File: src/hw/rtl/hpc_pkg.sv
// Package for the host text private classifier: word types, the scanner view,
// character codes, the loopback spelling table and small helper functions.
// No dependencies; every module of the block imports it.
`default_nettype none

package hpc_pkg;

  // One character of host text, with the end-of-text marker.
  typedef struct packed {
    logic [7:0] ch;
    logic       last;
  } in_word_t;

  // One classification result.
  typedef struct packed {
    logic       is_private;
    logic       is_loopback;
    logic       is_ipv4;
    logic [7:0] octet_a;
    logic [7:0] octet_b;
    logic [7:0] octet_c;
    logic [7:0] octet_d;
  } out_word_t;

  localparam int unsigned LitCount = 4;

  // Scanner state as it stands once the current character is folded in.
  typedef struct packed {
    logic [LitCount-1:0] lit_match;
    logic [3:0]          char_count;
    logic                quad_ok;
    logic [1:0]          octet_slot;
    logic [1:0]          digit_run;
    logic [9:0]          octet_accum;
    logic [2:0][7:0]     octet_store;
    logic [3:0][7:0]     head_chars;
  } view_t;

  // Literal indexes.
  localparam logic [1:0] LIT_DOTTED = 2'd0;
  localparam logic [1:0] LIT_NAME   = 2'd1;
  localparam logic [1:0] LIT_V6     = 2'd2;
  localparam logic [1:0] LIT_V6_BRK = 2'd3;

  // Loopback spellings, first character at index 0, zero padded.
  localparam logic [0:8][7:0] LIT_TEXT [LitCount] = '{
    "127.0.0.1",
    "localhost",
    {"::1", 48'h0},
    {"[::1]", 32'h0}
  };
  localparam logic [3:0] LIT_LEN [LitCount] = '{4'd9, 4'd9, 4'd3, 4'd5};

  localparam logic [3:0] COUNT_MAX = 4'd15;

  // Character codes.
  localparam logic [7:0] CH_ZERO  = 8'h30;
  localparam logic [7:0] CH_NINE  = 8'h39;
  localparam logic [7:0] CH_DOT   = 8'h2E;
  localparam logic [7:0] CH_LBRK  = 8'h5B;
  localparam logic [7:0] CH_RBRK  = 8'h5D;
  localparam logic [7:0] CH_UP_A  = 8'h41;
  localparam logic [7:0] CH_UP_Z  = 8'h5A;
  localparam logic [7:0] CH_LO_A  = 8'h61;
  localparam logic [7:0] CH_LO_B  = 8'h62;
  localparam logic [7:0] CH_LO_C  = 8'h63;
  localparam logic [7:0] CH_LO_D  = 8'h64;
  localparam logic [7:0] CH_LO_E  = 8'h65;
  localparam logic [7:0] CH_LO_F  = 8'h66;
  localparam logic [7:0] CH_EIGHT = 8'h38;

  // Octet values of the private IPv4 ranges.
  localparam logic [7:0] OCT_127 = 8'd127;
  localparam logic [7:0] OCT_10  = 8'd10;
  localparam logic [7:0] OCT_172 = 8'd172;
  localparam logic [7:0] OCT_16  = 8'd16;
  localparam logic [7:0] OCT_31  = 8'd31;
  localparam logic [7:0] OCT_192 = 8'd192;
  localparam logic [7:0] OCT_168 = 8'd168;
  localparam logic [7:0] OCT_169 = 8'd169;
  localparam logic [7:0] OCT_254 = 8'd254;
  localparam logic [9:0] OCT_MAX = 10'd255;

  // Character of a loopback spelling at a position; positions past the
  // table read the first character and are masked by the length check.
  function automatic logic [7:0] lit_char(input logic [1:0] k, input logic [3:0] pos);
    logic [3:0] idx;
    idx = (pos < 4'd9) ? pos : 4'd0;
    return LIT_TEXT[k][idx];
  endfunction

  // ASCII lowercase of A to Z, other bytes unchanged.
  function automatic logic [7:0] to_lower(input logic [7:0] c);
    return (c >= CH_UP_A && c <= CH_UP_Z) ? (c | 8'h20) : c;
  endfunction

endpackage

`default_nettype wire

File: src/hw/rtl/hpc_scan.sv
// Character scanner: running dotted-quad parse, literal match flags, length
// count and leading characters. Depends on hpc_pkg.
`default_nettype none

module hpc_scan (
  input  wire logic            clk_i,
  input  wire logic            rst_ni,
  input  wire logic            take_i,
  input  wire hpc_pkg::in_word_t word_i,
  output hpc_pkg::view_t       view_o
);
  import hpc_pkg::*;

  logic [1:0]          slot_q, slot_d;
  logic [1:0]          run_q, run_d;
  logic [9:0]          accum_q, accum_d;
  logic [2:0][7:0]     store_q, store_d;
  logic                quad_q, quad_d;
  logic [3:0]          count_q, count_d;
  logic [3:0][7:0]     head_q, head_d;
  logic [LitCount-1:0] lit_q, lit_d;

  logic                is_digit;
  logic [3:0]          digit;
  logic [13:0]         times_ten;

  assign is_digit  = (word_i.ch >= CH_ZERO) && (word_i.ch <= CH_NINE);
  assign digit     = 4'(word_i.ch - CH_ZERO);
  assign times_ten = {1'b0, accum_q, 3'b000} + {3'b000, accum_q, 1'b0};

  always_comb begin
    slot_d  = slot_q;
    run_d   = run_q;
    accum_d = accum_q;
    store_d = store_q;
    quad_d  = quad_q;

    if (quad_q) begin
      if (is_digit) begin
        if (run_q == 2'd3) begin
          quad_d = 1'b0;
        end else begin
          // At most two digits precede, so the value stays below 1000.
          accum_d = times_ten[9:0] + {6'b0, digit};
          run_d   = run_q + 2'd1;
        end
      end else if (word_i.ch == CH_DOT) begin
        if (run_q == 2'd0 || slot_q == 2'd3 || accum_q > OCT_MAX) begin
          quad_d = 1'b0;
        end else begin
          for (int i = 0; i < 3; i++) begin
            if (slot_q == 2'(i)) begin
              store_d[i] = accum_q[7:0];
            end
          end
          slot_d  = slot_q + 2'd1;
          accum_d = '0;
          run_d   = '0;
        end
      end else begin
        quad_d = 1'b0;
      end
    end
  end

  always_comb begin
    for (int i = 0; i < 4; i++) begin
      head_d[i] = (count_q == 4'(i)) ? word_i.ch : head_q[i];
    end
    for (int k = 0; k < LitCount; k++) begin
      lit_d[k] = lit_q[k] && (count_q < LIT_LEN[k]) &&
                 (lit_char(2'(k), count_q) == word_i.ch);
    end
    count_d = (count_q == COUNT_MAX) ? count_q : count_q + 4'd1;
  end

  always_ff @(posedge clk_i or negedge rst_ni) begin
    if (!rst_ni) begin
      slot_q  <= '0;
      run_q   <= '0;
      accum_q <= '0;
      store_q <= '0;
      quad_q  <= 1'b1;
      count_q <= '0;
      head_q  <= '0;
      lit_q   <= '1;
    end else if (take_i) begin
      if (word_i.last) begin
        slot_q  <= '0;
        run_q   <= '0;
        accum_q <= '0;
        store_q <= '0;
        quad_q  <= 1'b1;
        count_q <= '0;
        head_q  <= '0;
        lit_q   <= '1;
      end else begin
        slot_q  <= slot_d;
        run_q   <= run_d;
        accum_q <= accum_d;
        store_q <= store_d;
        quad_q  <= quad_d;
        count_q <= count_d;
        head_q  <= head_d;
        lit_q   <= lit_d;
      end
    end
  end

  always_comb begin
    view_o.lit_match   = lit_d;
    view_o.char_count  = count_d;
    view_o.quad_ok     = quad_d;
    view_o.octet_slot  = slot_d;
    view_o.digit_run   = run_d;
    view_o.octet_accum = accum_d;
    view_o.octet_store = store_d;
    view_o.head_chars  = head_d;
  end

  // The end of a text returns the scanner to its starting state.
  a_restart: assert property (@(posedge clk_i) disable iff (!rst_ni)
    take_i && word_i.last |=> count_q == 4'd0 && quad_q && lit_q == '1 && run_q == 2'd0)
    else $error("scanner did not restart after the last character");

  // The running octet never exceeds three decimal digits.
  a_accum_range: assert property (@(posedge clk_i) disable iff (!rst_ni)
    accum_q <= 10'd999)
    else $error("octet accumulator out of range");

  // A broken quad never recovers within one text.
  a_quad_sticky: assert property (@(posedge clk_i) disable iff (!rst_ni)
    !quad_q && take_i && !word_i.last |=> !quad_q)
    else $error("dotted-quad flag came back within a text");

endmodule

`default_nettype wire

File: src/hw/rtl/host_text_private_classifier_top.sv
// Top level of the host text private classifier: valid/ready ports, the
// result classification and the output register. Depends on hpc_pkg, hpc_scan.
//
//   Channel | Direction | Handshake               | Word
//   --------+-----------+-------------------------+--------------------------
//   in      | input     | in_valid_i / in_ready_o | in_word_i  (ch, last)
//   out     | output    | out_valid_o/out_ready_i | out_word_o (flags, octets)
//
// One character is taken per clock while the input is not stalled. A result
// appears in the output register the cycle after the character marked last
// is accepted. The input stalls only while a result sits in the output
// register and the output is not ready; a result can be taken and a new
// character accepted in the same cycle.
// Reset clears the scanner to the start of a new text and empties the output.
`default_nettype none

module host_text_private_classifier_top (
  input  wire logic          clk_i,
  input  wire logic          rst_ni,
  input  wire logic          in_valid_i,
  output logic               in_ready_o,
  input  wire hpc_pkg::in_word_t in_word_i,
  output logic               out_valid_o,
  input  wire logic          out_ready_i,
  output hpc_pkg::out_word_t out_word_o
);
  import hpc_pkg::*;

  logic                take;
  view_t               view;
  logic [LitCount-1:0] lit_hit;
  logic                loop_hit;
  logic                quad_hit;
  logic                v4_priv;
  logic                v6_priv;
  logic                bracketed;
  logic [3:0]          inner_len;
  logic [7:0]          c0, c1, c2;
  out_word_t           res_d;
  out_word_t           out_q;
  logic                out_valid_q, out_valid_d;

  // The output register frees up in the same cycle its word is taken.
  assign in_ready_o = !out_valid_q || out_ready_i;
  assign take       = in_valid_i && in_ready_o;

  hpc_scan u_scan (
    .clk_i  (clk_i),
    .rst_ni (rst_ni),
    .take_i (take),
    .word_i (in_word_i),
    .view_o (view)
  );

  always_comb begin
    // An exact spelling needs the match to survive and the length to agree.
    for (int k = 0; k < LitCount; k++) begin
      lit_hit[k] = view.lit_match[k] && (view.char_count == LIT_LEN[k]);
    end
    loop_hit = lit_hit[LIT_DOTTED] || lit_hit[LIT_NAME] || lit_hit[LIT_V6];

    // A quad is complete when the fourth octet holds one to three digits.
    quad_hit = view.quad_ok && (view.octet_slot == 2'd3) && (view.digit_run != 2'd0) &&
               (view.octet_accum <= OCT_MAX);

    v4_priv = (view.octet_store[0] == OCT_127) || (view.octet_store[0] == OCT_10) ||
              (view.octet_store[0] == OCT_172 && view.octet_store[1] >= OCT_16 &&
               view.octet_store[1] <= OCT_31) ||
              (view.octet_store[0] == OCT_192 && view.octet_store[1] == OCT_168) ||
              (view.octet_store[0] == OCT_169 && view.octet_store[1] == OCT_254);

    // One enclosing bracket pair is stripped before the prefix test. The
    // closing bracket is the character arriving now.
    bracketed = (view.char_count >= 4'd2) && (view.head_chars[0] == CH_LBRK) &&
                (in_word_i.ch == CH_RBRK);
    inner_len = bracketed ? view.char_count - 4'd2 : view.char_count;
    c0 = to_lower(bracketed ? view.head_chars[1] : view.head_chars[0]);
    c1 = to_lower(bracketed ? view.head_chars[2] : view.head_chars[1]);
    c2 = to_lower(bracketed ? view.head_chars[3] : view.head_chars[2]);

    // [::1] counts; else only the leading characters: fc, fd, or fe8 through feb.
    v6_priv = lit_hit[LIT_V6_BRK] ||
              (inner_len >= 4'd2 && c0 == CH_LO_F && (c1 == CH_LO_C || c1 == CH_LO_D)) ||
              (inner_len >= 4'd3 && c0 == CH_LO_F && c1 == CH_LO_E &&
               ((c2 == CH_EIGHT) || (c2 == CH_NINE) || (c2 == CH_LO_A) || (c2 == CH_LO_B)));

    res_d.is_loopback = loop_hit;
    res_d.is_ipv4     = quad_hit;
    // Loopback wins, then a valid quad decides alone, then the prefix test.
    res_d.is_private  = loop_hit || (quad_hit ? v4_priv : v6_priv);
    res_d.octet_a     = quad_hit ? view.octet_store[0]    : 8'd0;
    res_d.octet_b     = quad_hit ? view.octet_store[1]    : 8'd0;
    res_d.octet_c     = quad_hit ? view.octet_store[2]    : 8'd0;
    res_d.octet_d     = quad_hit ? view.octet_accum[7:0]  : 8'd0;
  end

  always_comb begin
    if (take && in_word_i.last) begin
      out_valid_d = 1'b1;
    end else if (out_ready_i) begin
      out_valid_d = 1'b0;
    end else begin
      out_valid_d = out_valid_q;
    end
  end

  always_ff @(posedge clk_i or negedge rst_ni) begin
    if (!rst_ni) begin
      out_valid_q <= 1'b0;
    end else begin
      out_valid_q <= out_valid_d;
    end
  end

  always_ff @(posedge clk_i) begin
    if (take && in_word_i.last) begin
      out_q <= res_d;
    end
  end

  assign out_valid_o = out_valid_q;
  assign out_word_o  = out_q;

  // A stalled result blocks the input, so no result can be overwritten.
  a_no_overrun: assert property (@(posedge clk_i) disable iff (!rst_ni)
    out_valid_q && !out_ready_i |-> !in_ready_o)
    else $error("input accepted while a result is stalled");

  // Loopback spellings are always private.
  a_loop_priv: assert property (@(posedge clk_i) disable iff (!rst_ni)
    out_valid_q && out_q.is_loopback |-> out_q.is_private)
    else $error("loopback result not marked private");

  // Octets are zero unless the text is a valid quad.
  a_octets_zero: assert property (@(posedge clk_i) disable iff (!rst_ni)
    out_valid_q && !out_q.is_ipv4 |->
      out_q.octet_a == 8'd0 && out_q.octet_b == 8'd0 &&
      out_q.octet_c == 8'd0 && out_q.octet_d == 8'd0)
    else $error("octets set without a valid quad");

endmodule

`default_nettype wire
File: config.mk
export PLATFORM = sky130hd
export DESIGN_NAME = host_text_private_classifier_top
export DESIGN_NICKNAME = d
export VERILOG_FILES = /design/src/hw/rtl/hpc_pkg.sv /design/src/hw/rtl/hpc_scan.sv /design/src/hw/rtl/host_text_private_classifier_top.sv
export SDC_FILE = /design/constraint.sdc
export NUM_CORES = 1
export LEC_CHECK = 0
export BUFFER_PORTS_ARGS = -buffer_cell sky130_fd_sc_hd__buf_2
export CORE_MARGIN = 4
export CORE_UTILIZATION = 50
export DETAILED_ROUTE_END_ITERATION = 8
export PLACE_DENSITY = 0.71
export SLEW_MARGIN = 15
export SYNTH_ARGS = -nofsm -noshare
export SYNTH_HDL_FRONTEND = slang
export SYNTH_SLANG_ARGS = --single-unit
File: constraint.sdc
create_clock -name clk_i -period 3.78 [get_ports clk_i]
set_input_delay 0.567 -clock clk_i [delete_from_list [all_inputs] [get_ports clk_i]]
set_output_delay 0.567 -clock clk_i [all_outputs]
set_load 0.02 [all_outputs]
==> out/results.tsv <==
metric	value	unit
status	complete, no violations	
syn avg cell area	8.521	µm²
max layer used	met4	
Vias	7057	
sequential fraction of the synthesis area	0.4103	
FF+latch count, synth	114	
share of layout cells above drive strength 1	0.1735	
first-pass GRT wire length	34.89	mm
Worst setup SP type	flop	
max-cap viol count	0	
CTS Buffer Depth	2	
Final Hold Viols	0	
post-synth cell types	75	
synth cell count leaders	nand2_1, o21ai_0, dfrtp_1	
Starting Density	0.5089	
H-tree Lvls	4	
Worst Path Max Fanout	6	
ordered list of cells on the worst path	inv_1 -> ha_1 -> or3b_1 -> nor4_2 -> a31oi_1 -> buf_4 -> or3_4 -> o21a_1 -> o221a_1 -> or4b_1 -> o211ai_1 -> a221o_1	
Multi-input gate area	0.004058	mm²
Post-Place Worst Slack	-0.07731	ns
Post-Layout Cell Count	1135	
Rows	44	
Die Wd	129.6	µm
Worst path depth	12	
grt ovf	0	
DR WL/cell	19.23	µm
core footprint	0.01453	mm²
GR Util All Layers	0.2642	
Pwr Total	4.679	mW
async set-reset flop share out of synthesis	0.6930	
fin crit share	0.9708	
Worst path top cell family by delay	simple AND/OR/NAND/NOR gates	
1st-iter DRT viols	737	
Crit-path slowest cell	or4b_1	
FF/Latch Area	0.003035	mm²
Slew headroom	0.3047	
CTS buffer count	17	
most common cell in the synthesized netlist	nand2_1	
GP Congestion	0.9159	
DIE AREA	0.01680	mm²
top post-synthesis cells by area	dfrtp_1, edfxtp_1, nand2_1, o21ai_0, ha_1	
RSZ-0062 raised after global routing	false	
dpl cell area	0.008118	mm²
peak supply drop	0.3709	mV
CP Capture Type	flop	
Layout fillers	1289	
Die Y	129.6	µm
post-route ant nets	0	
Synth Warn #	0	
M1 WL	9.467	mm
Post-synth EDFFs	35	
Hold Path Class	in -> async	
Leak	3.637	nW
CP peak stage delay	0.52	ns
share of Yosys cell area claimed by the top area cell type	0.2504	
n_diodes	0	
PortBufs	49	
worst setup margin	0.1105	ns
Mapped Cells	868	
nets	983	
later-pin clock latency in the skew report	0.42	ns
largest net degree at the start of global routing	80	
post-synthesis cell area	0.007396	mm²
fmax	0.2725	GHz
pwr dens	534.7	mW/mm²
Max Slew Vio Count	0	
I/O pin total	50	
final WL	21.83	mm
Period minus WS final	3.670	ns
First-pass DRT Iterations	8	
Layout area overhead	18.32	%
number of global-route vias before repair	6577	
initial antenna violation count	0	
Crit path arrival time	3.96	ns
Syn Nets	913	
hpwl dp	14.82	mm
Sinks on Clock Net	114	
R2R cell count	12	
met2 wire length	10.01	mm
ys flop type	dfrtp_1	
Critical Path RT	4.07	ns
critical path class	reg -> reg	
DR WL met3	1.765	mm
drt via density	6.218	
placed cells	1101	
Clock Skew	0.007761	ns
clk slew on worst S/H paths	0.06	ns
root buffer cell	clkbuf_16	
Synth area leader	dfrtp_1	
Finish-stage setup viols	0	
CTS tree	built	
Worst Tran Pin Value	1.043	ns
Crit path buffers/inverters	2	
fin area	0.008751	mm²
drc violations	0	
## power by group
part           internal [mW]  switching, mW
sequential              1.47          0.201
combinational          0.592          0.847
clock                  0.997          0.569
## final timing paths
check	startpoint	to	slack, ns
max	u_scan.count_q[0]	out_word_o[34]	0.11
min	rst_ni	u_scan.store_q[20]	0.31
max reg2reg	u_scan.count_q[0]	out_word_o[34]	0.11
min reg2reg	u_scan.lit_q[3]	u_scan.lit_q[3]	0.45
max in group asynchronous	rst_ni	u_scan.count_q[0]	2.72
min in group clk_i	u_scan.lit_q[3]	u_scan.lit_q[3]	0.45
## logic make-up after synthesis
| logic type | after synthesis | share of synthesized area |
|---|---|---|
| flops | 114 | 0.4103 |
| simple gates | 319 | 0.2108 |
| mux | 17 | 0.02335 |
| buf+inv | 92 | 0.04821 |
| xor+xnor | 17 | 0.02013 |
| compound gates | 277 | 0.2311 |
| fa+ha+maj | 32 | 0.05617 |
## routing by layer
metal,up-vias,global-route usage
met5,-,0
li1,3278,-
met1,3371,0.3686
met4,0,0.09535
met3,51,0.05153
met2,357,0.4113
## flip-flops by register name, indices dropped and copies added (netlist names)
name / cells
out_valid_o: 1
out_word_o: 35
u_scan.accum_q: 10
u_scan.count_q: 4
u_scan.head_q: 31
u_scan.lit_q: 4
u_scan.quad_q: 1
u_scan.run_q: 2
u_scan.slot_q: 2
u_scan.store_q: 24
## cell type report
class | instances | area share
multi-input cells | 663 | 0.4637
flip-flops and latches | 114 | 0.3469
repair buffers | 114 | 0.08550
clock buffers | 22 | 0.05305
well taps | 184 | 0.02631
clock inverters | 10 | 0.01258
inverters | 28 | 0.01201
## placed cells by master, fill, tap and decap left out, types with 4 or more instances in the layout
cell type | Yosys | layout
nor3b_1 | 6 | 6
o22ai_1 | 13 | 13
o2111ai_1 | 4 | 4
nand4b_1 | 6 | 6
dfstp_2 | 5 | 5
nor2_1 | 50 | 50
nand3_1 | 15 | 15
a22oi_1 | 31 | 31
o21ai_0 | 81 | 80
and3_1 | 5 | 5
buf_4 | 0 | 65
ha_1 | 30 | 30
clkbuf_16 | 0 | 17
nand3b_1 | 5 | 5
o21ai_1 | 13 | 14
o211ai_1 | 6 | 6
nor4b_1 | 4 | 4
nand2_1 | 155 | 154
mux2i_1 | 15 | 15
a21boi_0 | 24 | 24
buf_2 | 3 | 48
nor3_1 | 22 | 22
xnor2_1 | 14 | 14
and2_1 | 9 | 9
nor2b_1 | 5 | 5
clkinvlp_4 | 0 | 4
inv_1 | 28 | 28
a21oi_1 | 61 | 61
dfrtp_1 | 74 | 73
nor4_1 | 5 | 5
a31oi_1 | 8 | 8
edfxtp_1 | 35 | 35
nand2b_1 | 6 | 6
## what timing repair did
action,CTS,global route
resized for setup,0,8
endpoints found under the setup margin,0,1
setup buffers,0,1
hold buffers,0,0
hold endpoints to repair,0,0
## metrics by stage
stage	hold slack (ns)	TNS [ns]	utilization
after floorplan	0.2714	0	-
after global placement	0.4497	0	0.5585
after detailed placement	0.4487	-0.1031	0.5585
after CTS	0.3674	0	0.5981
after global routing	0.4231	0	0.6021
final	0.3132	0	0.6021
Note: power is estimated with default switching activity, not from simulation.
